File: config.mk
export PLATFORM = sky130hd
export DESIGN_NAME = dwsl_prep
export DESIGN_NICKNAME = d
export VERILOG_FILES = /design/src/rtl/dwsl_pkg.sv /design/src/rtl/dwsl_prep.sv
export SDC_FILE = /design/constraint.sdc
export NUM_CORES = 2
export LEC_CHECK = 0
export BUFFER_PORTS_ARGS = -buffer_cell sky130_fd_sc_hd__buf_4
export CORE_ASPECT_RATIO = 1.1
export CORE_MARGIN = 5
export CORE_UTILIZATION = 30
export DETAILED_ROUTE_END_ITERATION = 16
export PLACE_DENSITY = 0.45
export SYNTH_ARGS = -nofsm -noshare
export SYNTH_HDL_FRONTEND = slang
export SYNTH_SLANG_ARGS = --single-unit
File: constraint.sdc
create_clock -name vclk -period 14.85
set_input_delay 2.97 -clock vclk [all_inputs]
set_output_delay 2.97 -clock vclk [all_outputs]
set_load 0.005 [all_outputs]
File: src/rtl/dwsl_pkg.sv
// Shared types and constants for the dual wheel slew limiter.
package dwsl_pkg;

    // Fixed field widths
    localparam int SPEED_BITS     = 32;
    localparam int LIMIT_W        = 31;
    localparam int TIME_W         = 20;
    localparam int TIME_FRAC_BITS = 20;
    localparam int PROD_W         = LIMIT_W + TIME_W;
    localparam int STEP_W         = PROD_W - TIME_FRAC_BITS;
    localparam int CALC_W         = SPEED_BITS + 2;
    localparam int CFG_IDX_W      = 3;

    typedef logic signed [SPEED_BITS-1:0] speed_t;
    typedef logic        [LIMIT_W-1:0]    limit_t;
    typedef logic        [TIME_W-1:0]     dtime_t;
    typedef logic        [STEP_W-1:0]     step_t;
    typedef logic signed [CALC_W-1:0]     calc_t;

    typedef enum logic [0:0] {
        OP_UPDATE = 1'b0,
        OP_PRESET = 1'b1
    } opcode_t;

    // Configuration register indexes
    typedef enum logic [CFG_IDX_W-1:0] {
        REG_MAX_SPEED_LEFT  = 3'd0,
        REG_MAX_SPEED_RIGHT = 3'd1,
        REG_MAX_ACCEL_LEFT  = 3'd2,
        REG_MAX_ACCEL_RIGHT = 3'd3,
        REG_MAX_DECEL_LEFT  = 3'd4,
        REG_MAX_DECEL_RIGHT = 3'd5
    } cfg_reg_t;

    // One lane after the speed clamp and step-limit products
    typedef struct packed {
        speed_t target;
        logic   speed_hit;
        step_t  step_acc;
        step_t  step_dec;
    } lane_prep_t;

    // One lane after rate limiting
    typedef struct packed {
        speed_t applied;
        logic   speed_hit;
        logic   accel_hit;
        logic   decel_hit;
    } lane_res_t;

endpackage

File: src/rtl/dwsl_prep.sv
// Per-lane front end: speed clamp of the raw command and the two step-limit products.
module dwsl_prep
    import dwsl_pkg::*;
(
    input  speed_t     raw,
    input  limit_t     max_speed,
    input  limit_t     max_accel,
    input  limit_t     max_decel,
    input  dtime_t     dt,
    output lane_prep_t prep
);

    logic [PROD_W-1:0] acc_prod;
    logic [PROD_W-1:0] dec_prod;
    calc_t             raw_c;
    calc_t             lim_c;
    calc_t             neg_lim_c;

    // limit * dt in Q0.20, truncated back to the limit's scale
    assign acc_prod = PROD_W'(max_accel) * PROD_W'(dt);
    assign dec_prod = PROD_W'(max_decel) * PROD_W'(dt);

    assign raw_c     = {{(CALC_W-SPEED_BITS){raw[SPEED_BITS-1]}}, raw};
    assign lim_c     = {{(CALC_W-LIMIT_W){1'b0}}, max_speed};
    assign neg_lim_c = -lim_c;

    // Magnitude clamp against the wheel's speed limit
    always_comb
    begin
        prep.step_acc  = acc_prod[PROD_W-1:TIME_FRAC_BITS];
        prep.step_dec  = dec_prod[PROD_W-1:TIME_FRAC_BITS];
        prep.speed_hit = 1'b1;
        if (raw_c > lim_c)
        begin
            prep.target = lim_c[SPEED_BITS-1:0];
        end
        else if (raw_c < neg_lim_c)
        begin
            prep.target = neg_lim_c[SPEED_BITS-1:0];
        end
        else
        begin
            prep.target    = raw;
            prep.speed_hit = 1'b0;
        end
    end

endmodule

Word-level counts from Yosys, hierarchy flattened
Cells that the tools add are included.
{ "word_totals": {"inputBits": 145, "register_bits": 0, "out_inout_bits": 95} }
{ "classes": {"n_addsub": 1, "multipliers": 2, "muxes": 4, "n_lt_le_gt_ge": 2} }
{ "op_table": {"columns": ["operator", "n"], "rows": [
  ["31-bit by 20-bit multiplier with 51-bit output", 2],
  ["32-bit two-way mux", 2],
  ["32-bit by 34-bit < comparator with 1-bit output", 1],
  ["31-bit negation with 34-bit output", 1],
  ["32-bit > comparator", 1],
  ["1-bit two-way mux", 2]
]} }

Depth between registers and ports, before layout
{ "logic_depth": {"word_depth": 4, "depth_mapped": 27, "depth_no_buf": 25} }

Least setup slack after synthesis
Ideal clock, no wire load.
{ "synth_path": {"path_type": "in2out", "start": "input port dt[5]", "end": "output port prep[57] (netlist name)", "path_stages": 23, "slack_ns": 2.166, "n_path_buf": 2, "t_required_ns": 11.880, "t_arrival_ns": 9.714, "cell_sequence": "clkbuf_1 clkbuf_1 nand2_1 fa_1 fa_1 fa_1 inv_1 fa_1 fa_1 fa_1 inv_1 fa_1 inv_1 ha_1 a21oi_1 o21ai_0 a2111oi_0 nor2_1 o311a_1 o41ai_1 o21ai_0 nor2_1 xnor2_1"} }
{ "synth_rtl": {"columns": ["element", "line_no", "source"], "rows": [
  ["start: declaration", "dwsl_prep.sv:9", "input dtime_t dt,"],
  ["end: declaration", "dwsl_prep.sv:10", "output lane_prep_t prep"]
]} }

==> metrics.txt <==
main area contributors after synthesis=fa_1, ha_1, inv_1; IO buf count=240; Cells after Synth=4,838; die width=365 µm; Post-Synth Adder-Cell Area=61.2%; total grt overflow=0; 1st-pass router iterations=5; met1 usage=23.6%; largest family of logic cells by synthesized area=adder cells; post-synthesis xor/xnor area fraction=1.95%; hold-fix buffers at CTS=0; DR iter-0 viols=1,288; die area=146,000 µm²; hpwl dp=99,100 µm; post-synthesis mux area share=0.0481%; Rows=143; Critical Path AT=11.04 ns; cell accounting for the most synthesized area=fa_1; transition time of the tightest slew-check pin=1.18 ns; Final GP Congestion=0.778; setup TNS=0 ns; post-synth top area share=49.7%; # nets final=6,393; Core Region=138,000 µm²; share of cells above drive strength 1=6.11%; initial antenna violation count=9; IO Count=240; Layout area overhead=7.95%; routed len/inst=19.3 µm; f_max=71.4 MHz; Seq Cell Count=0; crit-path max FO=62; Cell Area, Synth=41,600 µm²; post-synthesis sequential area ratio=0%; register area=0 µm²; Worst Setup Path Type=in -> out; vias in the first global route=35,800; maximum capacitance violations=0; Post-Route WL=128,000 µm; Hold Path Class=in -> out; Hold Slack=6.27 ns; die height=401 µm; post-route ant nets=0; crit end category=primary output; # setup viols final=0; Rel. slew slack=21.3%; Synth Warn #=0; Slew Viols, Final=0; most used routing layer=met2; DR vias=31,400; Total Routing Usage GR=18.0%; count leader, synth=inv_1; setup bufs post-CTS=0; Syn Nets=6,400; largest net degree at the start of global routing=63; first-pass GRT wire length=206,000 µm; crit start category=input port; final-report hold violation count=0; Avg Cell Area, Syn=8.60 µm²; M3 GR Usage=1.72%; complex-gate fraction of the synthesized area=5.23%; met2 Use GR=33.0%; DR vias/cell=4.72; DRC Markers=0; WP data required=11.88 ns; final worst path period share=94.3%; simple-gate portion of the synthesized area=18.5%; post_cts resized=0; synth unique cells=65; RSZ-0062 raised after global routing=no; post-layout minimum cycle time=14.01 ns; status=complete, no violations; Starting Density=30.2%; synth cell count leaders=inv_1, fa_1, nand2_1; clock buffers=0
## metrics by stage
step | setup slack (ns) | instances | util [%] | area (µm²)
2_1_floorplan | 2.17 | 4838 | - | 41600
3_3_place_gp | 1.07 | 6641 | 32.6 | 44900
3_5_place_dp | 1.01 | 6641 | 32.6 | 44900
4_1_cts | 0.999 | 6641 | 32.6 | 44900
5_1_grt | 0.581 | 6641 | 32.6 | 44900
6_report | 0.844 | 6646 | 32.6 | 44900
## cell families after synthesis
logic type,count (synthesis)
AND/OR/NAND/NOR,1561
buffers and inverters,1445
adder cells (fa/ha/maj),1417
AO/OA/AOI/OAI,321
XOR/XNOR,92
multiplexers,2
## cell type report
cell class | count | area, µm²
fillers | 14800 | 93000
diodes | 5 | 12.5
well taps | 1812 | 2270
multi-input cells | 3393 | 36200
inverters | 1161 | 4360
repair buffers | 275 | 2080
## path summary, 6_finish.rpt
kind / start / end / slack (ns) / cells after the start
setup / recovery: dt[5] / prep[24] / 0.84 / 23
hold / removal: max_speed[28] / prep[91] / 6.27 / 3
## routing by layer
metal  vias up  routed length (µm)
li1      14200                   -
met1     16600               55300
met2       554               66600
met3        94                4730
met4         4                1690
met5         -                  27
## cell usage in the layout (no fill, tap or decap), drive strengths merged, types with 14 or more instances in the layout
cell type | Yosys | layout
and2 | 554 | 554
nor2 | 79 | 79
a211oi | 14 | 14
nor3 | 25 | 25
o211a | 17 | 17
buf | 1 | 275
a221o | 20 | 20
o21ai | 55 | 55
xnor2 | 63 | 63
a21o | 47 | 47
ha | 383 | 383
o211ai | 18 | 18
nand3 | 25 | 25
nand2 | 753 | 753
inv | 1161 | 1161
nand4 | 64 | 64
xor2 | 29 | 29
a21oi | 88 | 88
fa | 1034 | 1034
## critical path, stage by stage
cell and delay, ns:
buf_4 0.61, nand2_1 0.19, fa_1 0.55, fa_1 0.58, fa_1 0.48, fa_1 0.55, inv_1 0.05, fa_1 0.45
fa_1 0.49, inv_1 0.05, fa_1 0.47, inv_1 0.04, ha_1 0.34, o21a_1 0.14, o21bai_1 0.10, a211oi_1 0.51
o21ai_0 0.27, a221o_1 0.34, a21oi_1 0.89, o211ai_1 0.29, a211o_1 0.35, o2111ai_1 0.10, buf_4 0.14
